[src/rtl/core/tkmk_pkg.sv]
// ----------------------------------------------------------------------------
// tkmk_pkg
// Types and constants shared by the top-k match keeper modules.
// ----------------------------------------------------------------------------
package tkmk_pkg;

  localparam int SCORE_W  = 16;
  localparam int DEPTH_W  = 16;
  localparam int YAWR_W   = 16;
  localparam int ANGLE_W  = 17;
  localparam int LOC_W    = 12;
  localparam int TORG_W   = 13;
  localparam int ORIGIN_W = 14;
  localparam int CFG_W    = 5;

  localparam int IN_DATA_W  = 136;
  localparam int OUT_DATA_W = 112;

  // Yaw remap thresholds in hundredths of a degree.
  localparam logic [YAWR_W-1:0] YAW_HALF_TURN = 16'd18000;
  localparam logic [17:0]       YAW_FULL_TURN = 18'd36000;

  localparam logic [CFG_W-1:0] KEEP_COUNT_RESET = 5'd16;

  localparam int QUEUE_DEPTH = 4;
  localparam int QPTR_W      = 2;
  localparam int QCNT_W      = 3;

  localparam logic FUNC_OFFER = 1'b0;
  localparam logic FUNC_DRAIN = 1'b1;

  typedef struct packed {
    logic signed [ORIGIN_W-1:0] origin_y;
    logic signed [ORIGIN_W-1:0] origin_x;
    logic signed [ANGLE_W-1:0]  roll;
    logic signed [ANGLE_W-1:0]  pitch;
    logic signed [ANGLE_W-1:0]  yaw;
    logic        [DEPTH_W-1:0]  depth;
    logic signed [SCORE_W-1:0]  score;
  } entry_t;

  typedef struct packed {
    logic   func;
    entry_t entry;
  } qitem_t;

endpackage

[src/rtl/core/tkmk_queue.sv]
// ----------------------------------------------------------------------------
// tkmk_queue
// Short first-in first-out queue of classified items between front and back.
// ----------------------------------------------------------------------------
module tkmk_queue (
  input  logic             clk,
  input  logic             rst,
  input  logic             push_valid,
  output logic             push_ready,
  input  tkmk_pkg::qitem_t push_item,
  output logic             pop_valid,
  input  logic             pop_ready,
  output tkmk_pkg::qitem_t pop_item
);
  import tkmk_pkg::*;

  qitem_t             slots [QUEUE_DEPTH];
  logic [QPTR_W-1:0]  wr_ptr;
  logic [QPTR_W-1:0]  rd_ptr;
  logic [QCNT_W-1:0]  fill;
  logic               do_push;
  logic               do_pop;

  assign push_ready = (fill != QCNT_W'(QUEUE_DEPTH));
  assign pop_valid  = (fill != '0);
  assign pop_item   = slots[rd_ptr];
  assign do_push    = push_valid && push_ready;
  assign do_pop     = pop_valid && pop_ready;

  always_ff @(posedge clk) begin
    if (do_push) begin
      slots[wr_ptr] <= push_item;
    end
  end

  always_ff @(posedge clk) begin
    if (rst) begin
      wr_ptr <= '0;
      rd_ptr <= '0;
      fill   <= '0;
    end else begin
      if (do_push) begin
        wr_ptr <= wr_ptr + 1'b1;
      end
      if (do_pop) begin
        rd_ptr <= rd_ptr + 1'b1;
      end
      if (do_push && !do_pop) begin
        fill <= fill + 1'b1;
      end else if (do_pop && !do_push) begin
        fill <= fill - 1'b1;
      end
    end
  end

endmodule

[config.mk]
export PLATFORM = sky130hd
export DESIGN_NAME = tkmk_queue
export DESIGN_NICKNAME = d
export VERILOG_FILES = /design/src/rtl/core/tkmk_pkg.sv /design/src/rtl/core/tkmk_queue.sv
export SDC_FILE = /design/constraint.sdc
export NUM_CORES = 1
export LEC_CHECK = 0
export BUFFER_PORTS_ARGS = -buffer_cell sky130_fd_sc_hd__buf_2
export CAP_MARGIN = 10
export CORE_UTILIZATION = 59
export CTS_BUF_LIST = sky130_fd_sc_hd__clkbuf_16
export CTS_CLUSTER_SIZE = 20
export DETAILED_ROUTE_END_ITERATION = 16
export HOLD_SLACK_MARGIN = 0.02
export PLACE_DENSITY = 0.92
export SYNTH_ARGS = -nofsm -noshare
export SYNTH_HDL_FRONTEND = slang
export SYNTH_SLANG_ARGS = --single-unit
[constraint.sdc]
create_clock -name clk -period 11.05 [get_ports clk]
set_input_delay 0.5525 -clock clk [delete_from_list [all_inputs] [get_ports clk]]
set_output_delay 0.5525 -clock clk [all_outputs]
set_load 0.03 [all_outputs]
; Word-level counts from Yosys, hierarchy flattened
; Memories as Yosys holds them, arrays and structs flattened. A register that Yosys moved wholly into a read port is not among the register bits.
; Index checks and enable logic that the tools add are counted.
[op_classes]
n_addsub = 4
n_eq_ne = 1
muxes = 6
n_reduce_logical = 8
[op_table]
columns = operator, count
row1 = two-way mux 3 bit, 2
row2 = adder 2 x 1 -> 2 bit (second input constant), 2
row3 = logical AND 1 bit, 4
row4 = two-way mux 2 bit, 2
row5 = adder 3 x 1 -> 3 bit (second input constant), 1
row6 = != test 3 bit (second input constant), 1
row7 = nonzero test 3 bit, 1
row8 = subtractor 3 x 1 -> 3 bit (second input constant), 1
row9 = zero test 1 bit, 2
row10 = two-way mux 1 bit, 2
row11 = nonzero test 2 bit, 1
[totals]
regBits = 7
ramBits = 448
input_bits = 116
out_inout_bits = 114
elab_cells = 23
memories = 1
[memory_table]
columns = name, words, width, read_ports, rd_clocked_by_memory_dff, write_ports, line
row1 = slots, 4, 112, 1, 1, 1, tkmk_queue.sv:17  ; qitem_t slots [QUEUE_DEPTH];

; Logic depth before layout (Yosys ltp)
[depth]
depth_word = 6
mapped_depth = 8
mapped_depth_nobuf = 8

; Worst setup path after synthesis
; Ideal clock, no wire load.
[synth_path]
kind = input to register
start = input port push_valid
end = memory slots[0][0] in the netlist's numbering (enable)
setup_ns = 0.484
arrival_time_ns = 3.442
required_time_ns = 10.566
slack_ns = 7.124
path_stages = 2
path_buffers = 0
path_cell_list = a21boi_2 -> and2_1
[synth_via]
elab_chain_cells = 3
[synth_rtl]
columns = item, line
row1 = start: declaration, tkmk_queue.sv:8  ; input logic push_valid,
row2 = logical AND 1 bit, tkmk_queue.sv:27  ; assign do_push = push_valid && push_ready;
row3 = two-way mux 1 bit, tkmk_queue.sv:31  ; if (do_push) begin
row4 = two-way mux 1 bit (implied by the code), tkmk_queue.sv:32  ; slots[wr_ptr] <= push_item;
row5 = end: declaration, tkmk_queue.sv:17
; Every way passes these cells.

==> metrics <==
outcome complete, no violations; R2R setup slack a little over 8 ns; Peak VDD IR between 0.00015 and 0.0002 V; Final Cycle Share approximately 31%; synth warn 0; Final ANT Viol Nets 0; IO Port Bufs between 200 and 250; CTS root buffer clkbuf_16; core box area around 28,000 um^2; Worst setup EP type primary output; hold_ws between 0.2 and 0.25 ns; Post-synth EDFFs between 400 and 500; Iter 0 DRT Violations 727; Initial Utilization 60.0%; cts hold-fix bufs 0; vias in the first global route 7,760; max-slew violations 0; Synth Register Bits 457; Worst Hold Depth 1; initial antenna violation count 5; setup TNS 0 ns; total setup buffers inserted after CTS 0; fraction of layout cells with a size suffix above 1 44.7%; worst reg2reg startpoint fill[0]; transition time of the tightest slew-check pin around 0.95 ns; # resized after CTS 0; H-tree levels 2; Total Wirelength 31.4 mm; # rows around 60; worst-skew pair later-pin latency around 0.53 ns; top_reg_cell synth edfxtp_1; DRT Pass-1 Iters 5; post-synthesis cell count around 630; grt total ovfl 0; Critical Path RT ~11 ns; die area 29,000 um^2; DP HPWL around 18 mm; Yosys cell types 25; RSZ-0062 raised after global routing no; Avg WL per Cell 24.1 um; Hold EP slots[3][52]; Worst setup SP type flip-flop; final net count about 1,000; worst-path fanout max 59; TritonCTS Sinks approximately 460; ys async rst share 0%; Die Span Y roughly 170 um; Power Density between 200 and 250 nW/um^2; CTS tree done; first-pass GRT wire length approximately 46 mm; crit path DAT around 2.9 ns; HP Start push_item[52]; largest net degree at the start of global routing just over 60; worst-case reg-to-reg path depth 4; syn_area_per_cell approximately 26 um^2; Ports 230; Area Growth Syn to Fin 16.4%; CP Class reg -> out; Clock Skews about 0.015 ns; FF-to-FF End slots[1][10]; Hold Vio Cnt, Final 0; clock buffer depth 3; Via Count 7,595; Vias/cell ~6; relative slew slack a little under two fifths; Die X 170 um; clock edge transition at the registers on the reported setup and hold paths about 0.060 ns; DRC Markers 0; Syn Std Cell Area ~17,000 um^2; Min Clock Period, post-route between 3 and 4 ns; commonest non-fill, non-tap cells in the layout edfxtp_1, buf_2, mux4_2; RD Place Congestion 0.700; commonest non-fill, non-tap cell in the layout edfxtp_1; Synthesized Nets approximately 760; GRT Overall Usage 21.8%; leakage 0.00655 uW; final setup vio count 0; sequential element share of the synthesized area 81.6%; CTS Buf Count 44; worst hold path class in -> reg; maxcap violations 0; f_max roughly 290 MHz
## worst max-delay path, cell delays in order (launching register included)
cell and delay [ns]:
dfxtp_4 0.82, buf_4 0.79, mux4_2 0.43, buf_2 0.20
## worst max-delay path by stage
stage                         endpoint  depth (start not counted)
after floorplan            slots[0][0]                          2
after global placement    slots[0][10]                          4
after detailed placement  slots[3][52]                          4
after CTS                 pop_item[26]                          3
after global routing      pop_item[82]                          3
final                      pop_item[8]                          3
## flip-flops by register name (all words and copies together), names as in the netlist, named ones only
register,count
wr_ptr,2
slots,448
rd_ptr,2
fill,3
## cell usage after synthesis (3+ instances only)
library cell    n  area, um^2
edfxtp_1      448       13500
mux4_2        112        2520
buf_12          9         180
buf_2           9        45.0
dfxtp_1         9         180
nor2_1          8        30.0
ha_1            5        62.6
and2_1          4        25.0
xor2_1          4        35.0
buf_1           3        11.3
buf_4           3        22.5
inv_1           3        11.3
## kinds of logic after synthesis
logic type | Yosys count | share of synthesized area [%]
muxes | 115 | 15.3
adders and majority gates | 6 | 0.494
and+or+nand+nor | 17 | 0.502
xor gates and xnor gates | 4 | 0.210
DFF | 457 | 81.6
buffers and inverters | 29 | 1.71
AOI/OAI and AO/OA | 5 | 0.225
## per-layer routing
metal  up-vias  wire length (um)  track usage, %
li1       3234                 -               -
met2       349             16400            37.3
met5         -                34               0
met3        46              2380            5.09
met1      3960             12100            28.3
met4         6               487            5.48
## layout make-up
| type | instances | area [um^2] |
|---|---|---|
| Antenna cell | 3 | 7.51 |
| Tap cell | 378 | 473 |
| Clock inverter | 35 | 211 |
| Inverter | 3 | 11.3 |
| Fill cell | 1640 | 8410 |
| Timing Repair Buffer | 236 | 1200 |
| Sequential cell | 457 | 13600 |
| Clock buffer | 44 | 1100 |
| Multi-Input combinational cell | 147 | 2800 |
## stage by stage
stage	cells	worst slack [ns]	power, uW	utilization (%)	cell area, um^2
final	1303	7.60	4850	69.8	19400
after CTS	1300	7.57	4900	69.8	19400
after floorplan	633	7.12	3240	-	16700
after global placement	1221	8.01	3500	65.1	18100
after detailed placement	1221	7.97	3530	65.1	18100
after global routing	1301	7.45	5020	69.8	19400
## report_power, final
part | leakage [uW] | internal, uW | switching [uW]
clock | 0.000706 | 769 | 590
combinational | 0.00167 | 479 | 821
sequential | 0.00418 | 2110 | 83.3
total | 0.00655 | 3360 | 1490
No activity file was read; power rests on OpenSTA's default activity.
