[config.mk]
export PLATFORM = sky130hd
export DESIGN_NAME = tkmk_front
export DESIGN_NICKNAME = d
export VERILOG_FILES = /design/src/rtl/core/tkmk_pkg.sv /design/src/rtl/core/tkmk_front.sv
export SDC_FILE = /design/constraint.sdc
export NUM_CORES = 1
export LEC_CHECK = 0
export BUFFER_PORTS_ARGS = -buffer_cell sky130_fd_sc_hd__buf_2
export CAP_MARGIN = 0
export CORE_AREA = 2 2 98 100
export DETAILED_ROUTE_END_ITERATION = 10
export DIE_AREA = 0 0 100 102
export GPL_ROUTABILITY_DRIVEN = 0
export PLACE_DENSITY = 0.71
export SYNTH_ARGS = -nofsm -noshare
export SYNTH_HDL_FRONTEND = slang
export SYNTH_SLANG_ARGS = --single-unit
[constraint.sdc]
create_clock -name vclk -period 2.55
set_input_delay 0.3825 -clock vclk [all_inputs]
set_output_delay 0.3825 -clock vclk [all_outputs]
set_load 0.02 [all_outputs]
[src/rtl/core/tkmk_pkg.sv]
// ----------------------------------------------------------------------------
// tkmk_pkg
// Types and constants shared by the top-k match keeper modules.
// ----------------------------------------------------------------------------
package tkmk_pkg;

  localparam int SCORE_W  = 16;
  localparam int DEPTH_W  = 16;
  localparam int YAWR_W   = 16;
  localparam int ANGLE_W  = 17;
  localparam int LOC_W    = 12;
  localparam int TORG_W   = 13;
  localparam int ORIGIN_W = 14;
  localparam int CFG_W    = 5;

  localparam int IN_DATA_W  = 136;
  localparam int OUT_DATA_W = 112;

  // Yaw remap thresholds in hundredths of a degree.
  localparam logic [YAWR_W-1:0] YAW_HALF_TURN = 16'd18000;
  localparam logic [17:0]       YAW_FULL_TURN = 18'd36000;

  localparam logic [CFG_W-1:0] KEEP_COUNT_RESET = 5'd16;

  localparam int QUEUE_DEPTH = 4;
  localparam int QPTR_W      = 2;
  localparam int QCNT_W      = 3;

  localparam logic FUNC_OFFER = 1'b0;
  localparam logic FUNC_DRAIN = 1'b1;

  typedef struct packed {
    logic signed [ORIGIN_W-1:0] origin_y;
    logic signed [ORIGIN_W-1:0] origin_x;
    logic signed [ANGLE_W-1:0]  roll;
    logic signed [ANGLE_W-1:0]  pitch;
    logic signed [ANGLE_W-1:0]  yaw;
    logic        [DEPTH_W-1:0]  depth;
    logic signed [SCORE_W-1:0]  score;
  } entry_t;

  typedef struct packed {
    logic   func;
    entry_t entry;
  } qitem_t;

endpackage

[src/rtl/core/tkmk_front.sv]
// ----------------------------------------------------------------------------
// tkmk_front
// Accepts input items, converts the raw pose into the kept form and pushes
// the classified item into the command queue.
// ----------------------------------------------------------------------------
module tkmk_front (
  input  logic                            s_tvalid,
  output logic                            s_tready,
  input  logic [tkmk_pkg::IN_DATA_W-1:0]  s_tdata,
  input  logic                            s_tuser,
  output logic                            push_valid,
  input  logic                            push_ready,
  output tkmk_pkg::qitem_t                push_item
);
  import tkmk_pkg::*;

  logic        [SCORE_W-1:0] score;
  logic        [DEPTH_W-1:0] depth;
  logic        [YAWR_W-1:0]  yaw_raw;
  logic        [ANGLE_W-1:0] pitch;
  logic        [ANGLE_W-1:0] roll;
  logic        [LOC_W-1:0]   loc_x;
  logic        [LOC_W-1:0]   loc_y;
  logic        [TORG_W-1:0]  torg_x;
  logic        [TORG_W-1:0]  torg_y;
  logic signed [17:0]        yaw_wide;

  assign score   = s_tdata[15:0];
  assign depth   = s_tdata[31:16];
  assign yaw_raw = s_tdata[47:32];
  assign pitch   = s_tdata[64:48];
  assign roll    = s_tdata[81:65];
  assign loc_x   = s_tdata[93:82];
  assign loc_y   = s_tdata[105:94];
  assign torg_x  = s_tdata[118:106];
  assign torg_y  = s_tdata[131:119];

  // Above a half turn the yaw wraps to raw minus a full turn, else it negates.
  always_comb begin
    if (yaw_raw > YAW_HALF_TURN) begin
      yaw_wide = $signed({2'b00, yaw_raw}) - $signed(YAW_FULL_TURN);
    end else begin
      yaw_wide = -$signed({2'b00, yaw_raw});
    end
  end

  always_comb begin
    push_item.func           = s_tuser;
    push_item.entry.score    = score;
    push_item.entry.depth    = depth;
    push_item.entry.yaw      = yaw_wide[ANGLE_W-1:0];
    push_item.entry.pitch    = pitch;
    push_item.entry.roll     = roll;
    push_item.entry.origin_x = $signed({2'b00, loc_x}) + $signed({torg_x[TORG_W-1], torg_x});
    push_item.entry.origin_y = $signed({2'b00, loc_y}) + $signed({torg_y[TORG_W-1], torg_y});
  end

  assign push_valid = s_tvalid;
  assign s_tready   = push_ready;

endmodule

; ---- After elaboration in Yosys (flattened, before gate mapping)
; Index checks and enable logic that the tools add are counted.
[totals]
regBits = 0
inputBits = 139
out_inout_bits = 114
[classes]
add_sub_neg = 4
magnitude_cmp = 1
n_mux = 1
[ops]
columns = cell, n
row1 = $add A13 B13 Y14, 2
row2 = $mux W17, 1
row3 = $neg A16 Y17, 1
row4 = $sub A16 B16 Y17 const B, 1
row5 = $gt A16 B15 Y1 const B, 1

; ---- Longest topological paths before layout
[logic_depth]
word_depth = 2
ltp_mapped = 8

; ---- Least setup slack after synthesis
; No wires, ideal clock.
[synth_timing]
kind = in2out
from = input port s_tdata[82] in the netlist's numbering
to = output port push_item[95] in the netlist's numbering
arrival_ns = 2.313
setup_slack_ns = -0.146
cell_stages = 8
path_buffers = 0
path_cell_list = ha_1 > inv_1 > fa_1 > nand2b_1 > a21oi_1 > nor4_1 > nor2_1 > o311ai_0
[synth_rtl]
columns = item, line_no
row1 = from (decl), tkmk_front.sv:9  ; input logic [tkmk_pkg::IN_DATA_W-1:0] s_tdata,
row2 = to (decl), tkmk_front.sv:13  ; output tkmk_pkg::qitem_t push_item

==> flow_metrics.tcl <==
set metrics [dict create \
    synth_common_cells "buf_4, ha_1, a21oi_1, nor2_1, inv_1" \
    grt_max_degree 12 \
    nets 574 \
    drive_above_1_share_pct 49.0 \
    antenna_cells 0 \
    cp.required_ns 2.17 \
    dp_hpwl_mm 5.93 \
    finalCriticalPeriod_ns 2.63 \
    ir_drop_mv 0.151 \
    crit_slowest_cell "or4b_4" \
    fin_util_pct 34.5 \
    io_buffers 111 \
    grt_pass1_vias 2535 \
    path_cells "buf_8, inv_4, ha_4, or4b_4, nor4_4, buf_4, o21ai_4, nand2b_1, xnor2_1, buf_4" \
    crit_arrival_ns 2.24 \
    yosysSeqAreaShare_pct 0 \
    viasPerCell 5.03 \
    hold_depth 0 \
    fin_ws_ns -0.0764 \
    netlist_area_sq_um 2330 \
    synthAdderAreaFrac_pct 16.2 \
    synthTopCellsByArea "buf_4, ha_1, xnor2_1" \
    seq_area_sq_um 0 \
    violations "setup timing" \
    globalRoute.totalOverflow 0 \
    initial_core_util_pct 25.6 \
    drc 0 \
    finalMaxSlewViolations 0 \
    netlist_instances 322 \
    post-route-period-util_pct 103 \
    slew_headroom_pct 62.7 \
    worst_pin_slew_ns 0.546 \
    fmax_mhz 381 \
    yosysTopAreaCellShare_pct 22.5 \
    rows 35 \
    grt_pass1_wl_mm 11.0 \
    cpPeakStageDelay_ns 0.49 \
    die_h_microns 102 \
    synth_top_family_by_area "buffers and inverters" \
    dr.first_iter.drc_count 54 \
    syn-num-nets 490 \
    synthXorXnorAreaFrac_pct 10.9 \
    ant_nets 0 \
    ctsHoldBuffers 0 \
    synth_cell_types 53 \
    vias 2590 \
    startpoint_type "input pin" \
    fp.dieW_microns 100 \
    seq_cell_count 0 \
    core_sq_um 9110 \
    cp_common_cell "buf_4" \
    timing_worst_setup_path_type "in -> out" \
    finalHoldViolCount 0 \
    track_usage_pct 12.7 \
    max_cap_viol_count 0 \
    setup_viol_count_final 4 \
    drt-total-wl_mm 7.46 \
    die-area_sq_um 10200 \
    wl_per_cell_microns 14.5 \
    power.leakage_uw 0.00154 \
    synth_mux_area_share_pct 3.91 \
    hold_class "in -> out" \
    rsz0062_at_grt "yes" \
    syn2layout_area_growth_pct 34.6 \
    status "finished, violations left" \
    yosys.area.top_type "buf_4" \
    synthSimpleGateAreaFrac_pct 18.9 \
    n_clock_buffer 0 \
    critical_path.max_fanout 6 \
    antenna_found_initial 0 \
    synth_area_per_cell_sq_um 7.25 \
    drtPass1Iterations 5 \
    ys_warn_count 0 \
    yosysMostFrequentCell "buf_4" \
    cp-end-kind "output pin" \
    place_ws_ns -0.236 \
    synth_compound_area_share_pct 23.1 \
    io_pins 253 \
    cellPowerDensity_nw_per_um2 281 \
]
## cells by family (layout without fill, tap and decap cells)
family | after synthesis | after routing
buffers and inverters | 96 | 177
and+or+nand+nor | 80 | 80
AOI/OAI and AO/OA | 79 | 80
adders and majority gates | 29 | 29
xor gates and xnor gates | 29 | 29
muxes | 9 | 9
## what timing repair did
| item | 4_1_cts | 5_1_grt |
|---|---|---|
| resized for setup | 36 | 42 |
| cloned | 1 | 0 |
| setup endpoints to repair | 18 | 23 |
| setup buffers | 4 | 4 |
| pin swaps | 7 | 17 |
## cell usage in the layout (no fill, tap or decap), drive strengths merged, types with 2 or more instances in the layout
cell type  netlist  layout
a211oi           2       2
a21o            10      10
a21oi           23      23
a31o             2       2
a31oi            5       5
and3             2       2
buf             71     157
fa               2       2
ha              27      27
inv             20      20
mux2i            8       8
nand2            9       9
nand2b           7       7
nand3            5       5
nand4            3       3
nor2            22      22
nor2b            3       3
nor3            10      10
nor4             4       4
o21a             3       3
o21ai           17      18
o21bai           3       3
o311ai           2       2
o31a             2       2
or3              4       4
or4              3       3
or4b             2       2
xnor2           19      19
xor2            10      10
## area by class of cell
cell class	instances	area (sq um)
Fill cell	947	5970
Inverter	20	80.1
Multi-Input combinational cell	227	1900
Tap cell	111	139
Timing Repair Buffer	157	1020
## power by group
group / leakage (uW) / internal (uW) / switching (uW)
logic: 0.00154 / 396 / 486
clock network: 0 / 0 / 0
registers: 0 / 0 / 0
## path summary, 6_finish.rpt
path	from	to	slack, ns
hold / removal	s_tdata[14]	push_item[14]	0.77
setup / recovery	s_tdata[33]	push_item[36]	-0.08
## routing by layer
metal	global-route usage [%]	wire [microns]
met1	13.4	2750
met2	25.3	3950
met3	1.50	440
met4	5.80	328
met5	0	0
## critical path: cells and delay by family
kind / cells / cell delay (ns)
AO/OA/AOI/OAI: 1 / 0.09
AND/OR/NAND/NOR: 3 / 0.93
buffers and inverters: 4 / 0.52
XOR/XNOR: 1 / 0.19
adder cells (fa/ha/maj): 1 / 0.13
## metrics by stage
step	hold WS, ns	cell area, sq um	TNS [ns]	total power (uW)	std cells
5_1_grt	0.765	3140	-1.25	949	515
2_1_floorplan	0.878	2360	0	640	322
6_report	0.765	3140	-0.223	881	515
3_5_place_dp	0.765	2780	-2.40	778	506
3_3_place_gp	0.765	2780	-1.81	762	506
4_1_cts	0.765	2970	-0.0644	825	511
(Power assumes the default switching activity.)
